$ cat config.mk
export PLATFORM = sky130hd
export DESIGN_NAME = nmea_gga_position_parser_unit
export DESIGN_NICKNAME = d
export VERILOG_FILES = /design/src/hw/rtl/ngga_pkg.sv /design/src/hw/rtl/ngga_scan.sv /design/src/hw/rtl/ngga_conv.sv /design/src/hw/rtl/nmea_gga_position_parser_unit.sv
export SDC_FILE = /design/constraint.sdc
export NUM_CORES = 2
export LEC_CHECK = 0
export ABC_CLOCK_PERIOD_IN_PS = 7800
export BUFFER_PORTS_ARGS = -buffer_cell sky130_fd_sc_hd__buf_2
export CAP_MARGIN = 0
export CORE_MARGIN = 2
export CORE_UTILIZATION = 35
export DETAILED_ROUTE_END_ITERATION = 6
export GPL_ROUTABILITY_DRIVEN = 1
export GPL_TIMING_DRIVEN = 0
export SETUP_SLACK_MARGIN = 0.2
export SYNTH_ARGS = -nofsm -noshare
export SYNTH_HDL_FRONTEND = slang
export SYNTH_HIERARCHICAL = 1
export SYNTH_SLANG_ARGS = --single-unit
$ cat constraint.sdc
create_clock -name i_clk -period 7.8 [get_ports i_clk]
set_input_delay 0.39 -clock i_clk [delete_from_list [all_inputs] [get_ports i_clk]]
set_output_delay 0.39 -clock i_clk [all_outputs]
set_load 0.005 [all_outputs]
$ cat src/hw/rtl/ngga_pkg.sv
`default_nettype none
// ----------------------------------------------------------------------------
// ngga_pkg
// Shared types, constants and helper functions for the GGA position parser.
// ----------------------------------------------------------------------------
package ngga_pkg;

    // Field widths
    localparam int unsigned BYTE_W    = 8;
    localparam int unsigned POS_W     = 6;
    localparam int unsigned LAT_DEG_W = 7;
    localparam int unsigned LON_DEG_W = 10;
    localparam int unsigned MIN_W     = 20;
    localparam int unsigned LAT_W     = 27;
    localparam int unsigned LON_W     = 30;
    localparam int unsigned DIGIT_W   = 4;

    // Sentence layout
    localparam logic [POS_W-1:0] PREFIX_LEN     = 6'd7;
    localparam logic [POS_W-1:0] PREFIX_LAST    = 6'd6;
    localparam logic [POS_W-1:0] LAST_DIGIT_POS = 6'd40;
    localparam logic [POS_W-1:0] POS_MAX        = 6'd63;

    // ASCII digit range
    localparam logic [BYTE_W-1:0] ASCII_ZERO = 8'h30;
    localparam logic [BYTE_W-1:0] ASCII_NINE = 8'h39;

    // Scaling: degrees to microdegrees, and floor(M*5/3) as (M*MIN_RECIP) >> MIN_SHIFT.
    // MIN_RECIP = 5 * ceil(2^24 / 3); exact for 5*M below 2^23.
    localparam int unsigned MICRO_W   = 20;
    localparam logic [MICRO_W-1:0] MICRO = 20'd1000000;
    localparam int unsigned RECIP_W   = 25;
    localparam logic [RECIP_W-1:0] MIN_RECIP = 25'd27962030;
    localparam int unsigned MIN_SHIFT = 24;
    localparam int unsigned PROD_W    = MIN_W + RECIP_W;
    localparam int unsigned FRAC_W    = 21;

    // Result status codes
    typedef enum logic [1:0] {
        ST_OK     = 2'd0,
        ST_PREFIX = 2'd1,
        ST_DIGIT  = 2'd2
    } t_status;

    // What a byte position carries
    typedef enum logic [2:0] {
        DK_NONE,
        DK_LAT_DEG,
        DK_LAT_MIN,
        DK_LON_DEG,
        DK_LON_MIN
    } t_digit_kind;

    // Snapshot of one finished sentence, handed from scanner to converter
    typedef struct packed {
        t_status              status;
        logic [LAT_DEG_W-1:0] lat_deg;
        logic [MIN_W-1:0]     lat_min;
        logic [LON_DEG_W-1:0] lon_deg;
        logic [MIN_W-1:0]     lon_min;
    } t_fix;

    // Expected "$GNGGA," character at a prefix position
    function automatic logic [BYTE_W-1:0] prefix_char(input logic [2:0] idx);
        logic [BYTE_W-1:0] c;
        begin
            unique case (idx)
                3'd0:    c = 8'h24;
                3'd1:    c = 8'h47;
                3'd2:    c = 8'h4E;
                3'd3:    c = 8'h47;
                3'd4:    c = 8'h47;
                3'd5:    c = 8'h41;
                3'd6:    c = 8'h2C;
                default: c = 8'h00;
            endcase
            return c;
        end
    endfunction

    // Field carried at a byte position
    function automatic t_digit_kind digit_kind(input logic [POS_W-1:0] p);
        t_digit_kind k;
        begin
            if (p == 6'd18 || p == 6'd19) begin
                k = DK_LAT_DEG;
            end else if (p == 6'd20 || p == 6'd21 || (p >= 6'd23 && p <= 6'd26)) begin
                k = DK_LAT_MIN;
            end else if (p >= 6'd31 && p <= 6'd33) begin
                k = DK_LON_DEG;
            end else if (p == 6'd34 || p == 6'd35 || (p >= 6'd37 && p <= 6'd40)) begin
                k = DK_LON_MIN;
            end else begin
                k = DK_NONE;
            end
            return k;
        end
    endfunction

endpackage : ngga_pkg
`default_nettype wire

$ cat src/hw/rtl/ngga_scan.sv
`default_nettype none
// ----------------------------------------------------------------------------
// ngga_scan
// Input register and per-byte sentence scanner: prefix check, digit
// accumulation and status; emits one snapshot per final byte.
// ----------------------------------------------------------------------------
module ngga_scan (
    input  wire                              i_clk,
    input  wire                              i_rst_n,
    input  wire                              i_byte_valid,
    output logic                             o_byte_ready,
    input  wire  [ngga_pkg::BYTE_W-1:0]      i_byte,
    input  wire                              i_byte_last,
    output logic                             o_fix_valid,
    input  wire                              i_fix_ready,
    output ngga_pkg::t_fix                   o_fix
);
    import ngga_pkg::*;

    // Input register
    logic                    r_in_valid;
    logic [BYTE_W-1:0]       r_in_byte;
    logic                    r_in_last;

    // Sentence state
    logic [POS_W-1:0]        r_pos,     n_pos;
    logic                    r_prefix,  n_prefix;
    logic                    r_digits,  n_digits;
    logic [LAT_DEG_W-1:0]    r_lat_deg, n_lat_deg;
    logic [MIN_W-1:0]        r_lat_min, n_lat_min;
    logic [LON_DEG_W-1:0]    r_lon_deg, n_lon_deg;
    logic [MIN_W-1:0]        r_lon_min, n_lon_min;

    // Snapshot register
    logic                    r_fix_valid;
    t_fix                    r_fix;
    t_fix                    n_fix;

    logic                    snap_ready;
    logic                    consume;
    logic                    is_digit;
    logic [DIGIT_W-1:0]      digit;
    t_digit_kind             kind;

    assign snap_ready   = !r_fix_valid || i_fix_ready;
    assign consume      = r_in_valid && (!r_in_last || snap_ready);
    assign o_byte_ready = !r_in_valid || consume;
    assign o_fix_valid  = r_fix_valid;
    assign o_fix        = r_fix;

    // Per-byte state update
    always_comb begin
        is_digit  = (r_in_byte >= ASCII_ZERO) && (r_in_byte <= ASCII_NINE);
        digit     = r_in_byte[DIGIT_W-1:0];
        kind      = digit_kind(r_pos);
        n_pos     = (r_pos == POS_MAX) ? r_pos : r_pos + 6'd1;
        n_prefix  = r_prefix;
        n_digits  = r_digits;
        n_lat_deg = r_lat_deg;
        n_lat_min = r_lat_min;
        n_lon_deg = r_lon_deg;
        n_lon_min = r_lon_min;

        if (r_pos < PREFIX_LEN && r_in_byte != prefix_char(r_pos[2:0])) begin
            n_prefix = 1'b0;
        end

        if (kind != DK_NONE && !is_digit) begin
            n_digits = 1'b0;
        end else if (is_digit) begin
            unique case (kind)
                DK_LAT_DEG: n_lat_deg = LAT_DEG_W'(r_lat_deg * 7'd10 + LAT_DEG_W'(digit));
                DK_LAT_MIN: n_lat_min = MIN_W'(r_lat_min * 20'd10 + MIN_W'(digit));
                DK_LON_DEG: n_lon_deg = LON_DEG_W'(r_lon_deg * 10'd10 + LON_DEG_W'(digit));
                DK_LON_MIN: n_lon_min = MIN_W'(r_lon_min * 20'd10 + MIN_W'(digit));
                default: ;
            endcase
        end
    end

    // Status and snapshot of the finished sentence
    always_comb begin
        n_fix = '0;
        if (!n_prefix || r_pos < PREFIX_LAST) begin
            n_fix.status = ST_PREFIX;
        end else if (!n_digits || r_pos < LAST_DIGIT_POS) begin
            n_fix.status = ST_DIGIT;
        end else begin
            n_fix.status  = ST_OK;
            n_fix.lat_deg = n_lat_deg;
            n_fix.lat_min = n_lat_min;
            n_fix.lon_deg = n_lon_deg;
            n_fix.lon_min = n_lon_min;
        end
    end

    // Input register
    always_ff @(posedge i_clk) begin
        if (!i_rst_n) begin
            r_in_valid <= 1'b0;
        end else if (o_byte_ready) begin
            r_in_valid <= i_byte_valid;
        end
        if (o_byte_ready) begin
            r_in_byte <= i_byte;
            r_in_last <= i_byte_last;
        end
    end

    // Sentence state, cleared after each final byte
    always_ff @(posedge i_clk) begin
        if (!i_rst_n || (consume && r_in_last)) begin
            r_pos     <= '0;
            r_prefix  <= 1'b1;
            r_digits  <= 1'b1;
            r_lat_deg <= '0;
            r_lat_min <= '0;
            r_lon_deg <= '0;
            r_lon_min <= '0;
        end else if (consume) begin
            r_pos     <= n_pos;
            r_prefix  <= n_prefix;
            r_digits  <= n_digits;
            r_lat_deg <= n_lat_deg;
            r_lat_min <= n_lat_min;
            r_lon_deg <= n_lon_deg;
            r_lon_min <= n_lon_min;
        end
    end

    // Snapshot register
    always_ff @(posedge i_clk) begin
        if (!i_rst_n) begin
            r_fix_valid <= 1'b0;
        end else if (snap_ready) begin
            r_fix_valid <= consume && r_in_last;
        end
        if (snap_ready && consume && r_in_last) begin
            r_fix <= n_fix;
        end
    end

endmodule : ngga_scan
`default_nettype wire

$ cat src/hw/rtl/ngga_conv.sv
`default_nettype none
// ----------------------------------------------------------------------------
// ngga_conv
// Converts degrees and minute digits to microdegrees in two registered
// steps: constant multiplies, then the final add into the result register.
// ----------------------------------------------------------------------------
module ngga_conv (
    input  wire                              i_clk,
    input  wire                              i_rst_n,
    input  wire                              i_fix_valid,
    output logic                             o_fix_ready,
    input  ngga_pkg::t_fix                   i_fix,
    output logic                             o_res_valid,
    input  wire                              i_res_ready,
    output ngga_pkg::t_status                o_status,
    output logic [ngga_pkg::LAT_W-1:0]       o_lat,
    output logic [ngga_pkg::LON_W-1:0]       o_lon
);
    import ngga_pkg::*;

    // Multiply stage
    logic                 r_m_valid;
    t_status              r_m_status;
    logic [LAT_W-1:0]     r_m_lat_whole;
    logic [FRAC_W-1:0]    r_m_lat_frac;
    logic [LON_W-1:0]     r_m_lon_whole;
    logic [FRAC_W-1:0]    r_m_lon_frac;

    // Result stage
    logic                 r_o_valid;
    t_status              r_o_status;
    logic [LAT_W-1:0]     r_o_lat;
    logic [LON_W-1:0]     r_o_lon;

    logic                 o_ready;
    logic                 m_ready;
    logic [PROD_W-1:0]    lat_prod;
    logic [PROD_W-1:0]    lon_prod;

    assign o_ready     = !r_o_valid || i_res_ready;
    assign m_ready     = !r_m_valid || o_ready;
    assign o_fix_ready = m_ready;
    assign o_res_valid = r_o_valid;
    assign o_status    = r_o_status;
    assign o_lat       = r_o_lat;
    assign o_lon       = r_o_lon;

    // floor(M*5/3) by reciprocal multiply
    assign lat_prod = PROD_W'(i_fix.lat_min) * PROD_W'(MIN_RECIP);
    assign lon_prod = PROD_W'(i_fix.lon_min) * PROD_W'(MIN_RECIP);

    // Multiply stage registers
    always_ff @(posedge i_clk) begin
        if (!i_rst_n) begin
            r_m_valid <= 1'b0;
        end else if (m_ready) begin
            r_m_valid <= i_fix_valid;
        end
        if (m_ready && i_fix_valid) begin
            r_m_status    <= i_fix.status;
            r_m_lat_whole <= LAT_W'(i_fix.lat_deg) * LAT_W'(MICRO);
            r_m_lon_whole <= LON_W'(i_fix.lon_deg) * LON_W'(MICRO);
            r_m_lat_frac  <= lat_prod[MIN_SHIFT +: FRAC_W];
            r_m_lon_frac  <= lon_prod[MIN_SHIFT +: FRAC_W];
        end
    end

    // Result register
    always_ff @(posedge i_clk) begin
        if (!i_rst_n) begin
            r_o_valid <= 1'b0;
        end else if (o_ready) begin
            r_o_valid <= r_m_valid;
        end
        if (o_ready && r_m_valid) begin
            r_o_status <= r_m_status;
            r_o_lat    <= r_m_lat_whole + LAT_W'(r_m_lat_frac);
            r_o_lon    <= r_m_lon_whole + LON_W'(r_m_lon_frac);
        end
    end

endmodule : ngga_conv
`default_nettype wire

$ cat src/hw/rtl/nmea_gga_position_parser_unit.sv
`default_nettype none
// ----------------------------------------------------------------------------
// nmea_gga_position_parser_unit
// Takes a received NMEA sentence one byte per transfer and returns one
// position result per sentence.
// ----------------------------------------------------------------------------
// One byte is accepted every clock cycle, but a final byte (tlast) waits while
// the snapshot register is full; it yields one result transfer via the input,
// snapshot, multiply and result registers, other bytes none. The rate is set
// by the per-byte scanner, which updates position, prefix and digit state; the
// conversion is a two-register pipeline (constant multiplies, then one add)
// with its own handshake, so other bytes keep flowing while a result waits. The
// sentence must begin with "$GNGGA,". Latitude degrees sit at bytes 18-19,
// minutes at 20-21 and 23-26; longitude degrees at 31-33, minutes at 34-35
// and 37-40 (counting from 0). The result is degrees*1000000 +
// floor(minutes*5/3) microdegrees. Status 1 flags a bad or short prefix,
// status 2 a non-digit or missing digit; coordinates are zero on any error. State clears after every final byte.
// ----------------------------------------------------------------------------
module nmea_gga_position_parser_unit (
    input  wire         i_clk,
    input  wire         i_rst_n,
    // Input stream
    input  wire         s_axis_tvalid,
    output logic        s_axis_tready,
    input  wire  [7:0]  s_axis_tdata,   // [7:0] rx_byte
    input  wire         s_axis_tlast,   // end_of_sentence
    // Result stream
    output logic        m_axis_tvalid,
    input  wire         m_axis_tready,
    output logic [63:0] m_axis_tdata,   // [26:0] latitude_micro, [56:27] longitude_micro
    output logic [1:0]  m_axis_tuser    // [1:0] status
);
    import ngga_pkg::*;

    logic                fix_valid;
    logic                fix_ready;
    t_fix                fix;
    t_status             status;
    logic [LAT_W-1:0]    lat;
    logic [LON_W-1:0]    lon;

    // Byte scanner
    ngga_scan u_scan (
        .i_clk        (i_clk),
        .i_rst_n      (i_rst_n),
        .i_byte_valid (s_axis_tvalid),
        .o_byte_ready (s_axis_tready),
        .i_byte       (s_axis_tdata),
        .i_byte_last  (s_axis_tlast),
        .o_fix_valid  (fix_valid),
        .i_fix_ready  (fix_ready),
        .o_fix        (fix)
    );

    // Microdegree conversion
    ngga_conv u_conv (
        .i_clk       (i_clk),
        .i_rst_n     (i_rst_n),
        .i_fix_valid (fix_valid),
        .o_fix_ready (fix_ready),
        .i_fix       (fix),
        .o_res_valid (m_axis_tvalid),
        .i_res_ready (m_axis_tready),
        .o_status    (status),
        .o_lat       (lat),
        .o_lon       (lon)
    );

    // Result packing
    assign m_axis_tdata = {7'd0, lon, lat};
    assign m_axis_tuser = status;

endmodule : nmea_gga_position_parser_unit
`default_nettype wire

# Yosys cells after proc, flatten, opt, wreduce, memory -nomap -nowiden
# Cells that the tools add are included.
[op_classes] addsub=7 multipliers=8 n_lt_le_gt_ge=11 n_eq_ne=18 n_mux=20 bitwise=1 reduce_logical=39
[ops] op="20-bit 2-to-1 mux" count=6
[ops] op="20-bit by 24-bit multiplier with 44-bit output, second input constant" count=2
[ops] op="20-bit by 4-bit adder with 20-bit output" count=2
[ops] op="20-bit by 3-bit multiplier with 19-bit output, second input constant" count=2
[ops] op="7-bit case mux with 5 select lines" count=1
[ops] op="30-bit by 21-bit adder with 30-bit output" count=1
[ops] op="10-bit 2-to-1 mux" count=3
[ops] op="27-bit by 21-bit adder with 27-bit output" count=1
[ops] op="6-bit by 5-bit == test with 1-bit output, second input constant" count=4
[ops] op="10-bit by 14-bit multiplier with 24-bit output, second input constant" count=1
[ops] op="7-bit by 14-bit multiplier with 21-bit output, second input constant" count=1
[ops] op="7-bit 2-to-1 mux" count=3
[ops] op="6-bit == test, second input constant" count=3
[ops] op="1-bit logical OR" count=13
[ops] op="3-bit by 2-bit == test with 1-bit output, second input constant" count=4
[ops] op="3-bit == test, second input constant" count=4
[ops] op="6-bit by 5-bit >= comparator with 1-bit output, second input constant" count=2
[ops] op="6-bit less-or-equal comparator, second input constant" count=2
[ops] op="1-bit logical AND" count=12
[ops] op="6-bit by 3-bit < comparator with 1-bit output, second input constant" count=2
[ops] op="3-bit 2-to-1 mux" count=4
[ops] op="10-bit by 4-bit adder with 10-bit output" count=1
[ops] op="10-bit by 3-bit multiplier with 9-bit output, second input constant" count=1
[ops] op="1-bit logical NOT" count=9
[ops] op="other kinds (18)" count=20
[word_totals] ff_bits=285 output_inout_bits=68

# Logic depth before layout (Yosys ltp)
[depth] ltp_word=13 mapped_depth=23 mapped_depth_nobuf=23

# Hierarchy
# The synthesis kept the hierarchy.
[by_module_without_submodules] mod="ngga_conv" n_inst=1 cells_each=2254 area_each_um2=24428.4 seq_area_each_um2=4484.3
[by_module_without_submodules] mod="ngga_scan" n_inst=1 cells_each=978 area_each_um2=9464.1 seq_area_each_um2=3383.2
[by_module_without_submodules] mod="nmea_gga_position_parser_unit" n_inst=1 cells_each=8 area_each_um2=56.3 seq_area_each_um2=0.0

# Least setup slack after synthesis
# Ideal clock, no wire load.
[synth_timing] path_kind="flip-flop to flip-flop" startpoint="register u_scan.r_fix (netlist bit u_scan/o_fix[5])" endpoint="register u_conv.r_m_lon_frac[15] (data pin)" arrival_ns=6.530 required_time_ns=7.541 setup_slack_ns=1.011 stages_incl_launch_ff=24 path_buffers=0 period_less_slack_ns=6.789 path_cell_list="edfxtp_1 > ha_1 > inv_1 > fa_1 > inv_1 > fa_1 > fa_1 > inv_1 > fa_1 > inv_1 > fa_1 > inv_1 > fa_1 > inv_1 > ha_1 > nand2_2 > or3_1 > or3_4 > a31oi_4 > o41ai_4 > o21bai_4 > a41oi_1 > or3_1 > xnor2_1"
[synth_between] elab_chain_len=1
[synth_rtl] element="start: declaration" line="ngga_scan.sv:36" source="t_fix r_fix;"
[synth_rtl] element="start signal: assignment" line="ngga_scan.sv:139" source="r_fix <= n_fix;"
[synth_rtl] element="20-bit by 24-bit multiplier with 44-bit output" line="ngga_conv.sv:50" source="assign lon_prod = PROD_W'(i_fix.lon_min) * PROD_W'(MIN_RECIP);"
[synth_rtl] element="net u_conv.lon_prod[39]" line="ngga_conv.sv:38" source="logic [PROD_W-1:0] lon_prod;"
[synth_rtl] element="end signal: assignment" line="ngga_conv.sv:64" source="r_m_lon_frac <= lon_prod[MIN_SHIFT +: FRAC_W];"
[synth_rtl] element="end: declaration" line="ngga_conv.sv:27" source="logic [FRAC_W-1:0] r_m_lon_frac;"
# The timed path passes the listed nets, and every way through them passes these cells.
# A chain may end at the register's enable or synchronous reset.

# Worst setup path after layout
[layout_timing] startpoint="register u_scan.r_fix (netlist bit u_scan/o_fix[37])" endpoint="register u_conv.r_m_lat_frac[17] (data pin)"
[layout_between] elab_chain_len=1
[layout_rtl] element="20-bit by 24-bit multiplier with 44-bit output" line="ngga_conv.sv:49" source="assign lat_prod = PROD_W'(i_fix.lat_min) * PROD_W'(MIN_RECIP);"
[layout_rtl] element="net u_conv.lat_prod[41]" line="ngga_conv.sv:37" source="logic [PROD_W-1:0] lat_prod;"
[layout_rtl] element="end signal: assignment" line="ngga_conv.sv:63" source="r_m_lat_frac <= lat_prod[MIN_SHIFT +: FRAC_W];"
[layout_rtl] element="end: declaration" line="ngga_conv.sv:25" source="logic [FRAC_W-1:0] r_m_lat_frac;"
# The timed path passes the listed nets, and every way through them passes these cells.

==> qor.json <==
{
  "placement": {
    "placed_cell_area_um2": 36000,
    "place.gp.congestion": 0.885,
    "port_buffers": 73,
    "hpwl_um": 59700,
    "placedCellCount": 4599
  },
  "logic_synthesis": {
    "synth_warnings": 6,
    "mappedNetlistArea_um2": 33900,
    "synthDistinctLibCells": 95,
    "yosys.cell_count.top_type": "sky130_fd_sc_hd__inv_1",
    "synth-seq-area-share_pct": 23.2,
    "synth_top_flop_cell": "sky130_fd_sc_hd__edfxtp_1",
    "ys_seq_elements": 285,
    "async_flop_share_pct": 0,
    "yosys-top-cells-area": "sky130_fd_sc_hd__ha_1 23%, sky130_fd_sc_hd__fa_1 21%, sky130_fd_sc_hd__edfxtp_1 19%, sky130_fd_sc_hd__inv_1 6.9%, sky130_fd_sc_hd__dfxtp_1 4.1%",
    "netlist.top_cell.by_area": "sky130_fd_sc_hd__ha_1",
    "avgSynthCellArea_um2": 10.5,
    "synth_commonest_cells": "621 x sky130_fd_sc_hd__inv_1, 620 x sky130_fd_sc_hd__ha_1, 359 x sky130_fd_sc_hd__fa_1, 216 x sky130_fd_sc_hd__edfxtp_1, 177 x sky130_fd_sc_hd__nor2_1",
    "synth_top_area_share_pct": 22.9,
    "synthCells": 3240,
    "synth_edf_count": 216
  },
  "floorplanning": {
    "std_cell_rows": 114,
    "ios": 81,
    "die-height_um": 315,
    "floorplan.die.width_um": 315,
    "initial_utilization_pct": 35.2,
    "core-area_um2": 96400,
    "design.die.area_um2": 99500
  },
  "sta": {
    "clock-skew-final_ns": 0.0191,
    "max_freq_mhz": 139,
    "timing.hold.ws_ns": 0.0520,
    "timing_hold_violations_final": 0,
    "min_period_over_period_pct": 92.0,
    "rsz0062_at_grt": "false",
    "finalWorstPathRequiredPeriod_ns": 7.17,
    "totalNegativeSetupSlack_ns": 0,
    "slew_headroom_pct": 37.6,
    "setup_violations": 0,
    "drv_slew": 0,
    "tightest_slew_ns": 0.928
  },
  "clock_network": {
    "insertion_delay_ns": 0.55,
    "tritoncts": "done",
    "ctsRootBufferMaster": "sky130_fd_sc_hd__clkbuf_16",
    "clockBufferDepth": 3,
    "cts_hold_repair.buffers": 0,
    "cts_buffers": 36,
    "clock-sinks": 285,
    "htree_levels": 2,
    "cts.reportedPaths.clkPinSlew_ns": 0.05
  },
  "critical_path": {
    "flop_to_flop_setup_slack_ns": 0.63,
    "timing.setup.critical_path_class": "reg2reg",
    "cpPeakStageDelay_ns": 0.61,
    "crit_slowest_cell": "sky130_fd_sc_hd__a221oi_1",
    "path_max_fanout": 5,
    "crit_path_start_kind": "register",
    "required_ns": 8.08,
    "worstSetupEndpointType": "register",
    "critical_path_buf_inv_count": 4,
    "crit_family": "adder cells",
    "worst_path_most_repeated_cell": "sky130_fd_sc_hd__fa_1",
    "worst_path_cell_trace": "ha_1, fa_1, inv_1, fa_1, fa_1, inv_1, fa_1, inv_1, fa_1, inv_1, fa_1, ha_1, a21oi_1, o211ai_1, a31oi_1, a22oi_2, a211o_1, a221oi_1, o21ai_0, xor2_1",
    "worst-endpoint-arrival_ns": 7.45
  },
  "global_routing": {
    "antenna_found_initial": 0,
    "groute.layer.met1.usage_pct": 21.1,
    "met3_track_utilization_from_global_routing_pct": 1.89,
    "globalRouteMet2Util_pct": 24.4,
    "grt_start_max_net_pins": 59,
    "grt_use_total_pct": 14.9,
    "grt_busiest_layer": "met2",
    "grt.overflow.total": 0,
    "number_of_global_route_vias_before_repair": 23000,
    "grt_first_pass_wirelength_um": 120000
  },
  "routing": {
    "drt_iter0_markers": 1040,
    "via_per_inst": 4.76,
    "wirelength_um": 71300,
    "detailedRoute.firstPassIterationCount": 5,
    "wl_per_cell_um": 15.3,
    "antenna_violation_net_count_after_detailed_routing": 0,
    "vias": 22200,
    "drcViolationCount": 0
  },
  "hold_path": {
    "worstHoldPathType": "in2reg"
  },
  "layout": {
    "layout-drive-gt1-share_pct": 6.78,
    "final_cell_area_um2": 37300,
    "nFillCells": 9577,
    "antenna_cells": 0,
    "finish.cell_count_without_fillers": 4669,
    "fin_nets": 4359,
    "layout-area-overhead-vs-synth_pct": 9.74,
    "final-seq-area_um2": 7870,
    "multi_input_comb_area_um2": 23500
  },
  "job": {
    "max_cap_viol_count": 0
  },
  "pwr": {
    "total_power_mw": 3.41,
    "seq_power_share_pct": 48.2,
    "p_sw_mw": 0.728,
    "max-vdd-ir-drop_uv": 127,
    "total_leakage_power_nw": 18.9,
    "cellPowerDensity_nw_per_um2": 91.5,
    "switching_share_pct": 21.3,
    "pwr-share-comb_pct": 2.7,
    "cellInternalPower_mw": 2.68,
    "power_frac_clock_pct": 49.2
  },
  "status": {
    "status": "finished clean"
  }
}
[what timing repair did]
action | CTS | global route
buffers inserted | 0 | 6
setup endpoints to repair | 0 | 10
resized for setup | 0 | 6
[final timing paths]
| path | startpoint | end | cells past startpoint |
|---|---|---|---|
| max | u_scan/o_fix[37] | u_conv/r_m_lat_frac[17] | 20 |
| min | s_axis_tdata[4] | u_scan/r_in_byte[4] | 1 |
| max reg2reg | u_scan/o_fix[37] | u_conv/r_m_lat_frac[17] | 20 |
| min reg2reg | u_conv/r_m_lon_frac[2] | u_conv/o_lon[2] | 0 |
[flip-flops by register name (all words and copies together), names as in the netlist, 10 cells and up]
name / flops
u_scan/r_lon_min: 20
u_conv/r_m_lon_frac: 21
u_conv/o_lon: 30
u_conv/o_lat: 27
u_conv/r_m_lon_whole: 24
u_scan/o_fix: 59
u_conv/r_m_lat_whole: 21
u_conv/r_m_lat_frac: 21
u_scan/r_lat_min: 20
u_scan/r_lon_deg: 10
[placed cells by master, fill, tap and decap left out, types with 8 or more instances in the layout]
cell | netlist | routed
sky130_fd_sc_hd__edfxtp_1 | 216 | 216
sky130_fd_sc_hd__o21ai_0 | 88 | 88
sky130_fd_sc_hd__a21boi_0 | 8 | 8
sky130_fd_sc_hd__a21o_1 | 63 | 63
sky130_fd_sc_hd__clkbuf_16 | 0 | 37
sky130_fd_sc_hd__nor2_1 | 177 | 177
sky130_fd_sc_hd__nand2b_1 | 16 | 16
sky130_fd_sc_hd__and3_1 | 20 | 20
sky130_fd_sc_hd__nand3_1 | 51 | 51
sky130_fd_sc_hd__a31oi_1 | 12 | 12
sky130_fd_sc_hd__nor2_4 | 27 | 27
sky130_fd_sc_hd__inv_1 | 621 | 620
sky130_fd_sc_hd__nor3b_1 | 16 | 16
sky130_fd_sc_hd__clkbuf_1 | 32 | 46
sky130_fd_sc_hd__buf_2 | 5 | 78
sky130_fd_sc_hd__mux2i_1 | 38 | 38
sky130_fd_sc_hd__nor2b_1 | 28 | 27
sky130_fd_sc_hd__o21a_1 | 14 | 14
sky130_fd_sc_hd__a21oi_1 | 147 | 146
sky130_fd_sc_hd__o211ai_1 | 13 | 13
sky130_fd_sc_hd__dfxtp_1 | 69 | 69
sky130_fd_sc_hd__a211oi_1 | 45 | 45
sky130_fd_sc_hd__xnor2_1 | 137 | 137
sky130_fd_sc_hd__o21bai_1 | 16 | 16
sky130_fd_sc_hd__fa_1 | 359 | 357
sky130_fd_sc_hd__a211oi_2 | 12 | 12
sky130_fd_sc_hd__nand2_1 | 102 | 102
sky130_fd_sc_hd__nand4_1 | 18 | 18
sky130_fd_sc_hd__buf_4 | 7 | 13
sky130_fd_sc_hd__nor3_1 | 37 | 37
sky130_fd_sc_hd__and2_1 | 16 | 15
sky130_fd_sc_hd__or3_1 | 11 | 11
sky130_fd_sc_hd__xor2_1 | 67 | 67
sky130_fd_sc_hd__ha_1 | 620 | 619
[per-layer routing]
layer / wire [um] / up-vias
met5: 0 / -
met4: 1130 / 0
met3: 2580 / 59
met2: 32500 / 285
met1: 35100 / 10700
li1: - / 11200
[layout make-up]
type,instances,area share [%]
plain buffers,54,0.826
repair buffers,83,1.34
clock inverters,8,0.309
flip-flops and latches,285,21.1
clock buffers,56,2.81
inverters,621,6.26
well taps,1276,4.29
multi-input cells,2286,63.1
[cell families (layout without fill, tap and decap cells)]
| kind of cell | Yosys count | count (layout) | share of synthesized area, % |
|---|---|---|---|
| and+or+nand+nor | 563 | 563 | 8.74 |
| AOI/OAI and AO/OA | 494 | 494 | 9.87 |
| adders and majority gates | 979 | 979 | 44.0 |
| xor gates and xnor gates | 204 | 204 | 5.26 |
| muxes | 39 | 39 | 1.15 |
| other | 1 | 7 | 0.0110 |
| buffers and inverters | 675 | 822 | 7.77 |
| DFF | 285 | 285 | 23.2 |
[power groups by stage]
stage	Combinational [mW]	Clock, mW	Sequential (mW)
floorplan	0.0551	0	1.67
global placement	0.0878	0	1.68
detailed placement	0.0912	0	1.67
CTS	0.0917	1.75	1.64
global route	0.100	1.79	1.64
finish	0.0904	1.68	1.64
[through the flow]
stage               worst slack (ns)  utilization (%)
detailed placement             0.304             37.4
global placement               0.298             37.3
floorplan                       1.01                -
finish                         0.627             38.6
CTS                            0.306             38.6
global route                   0.274             38.6
Note: power is estimated with default switching activity, not from simulation.
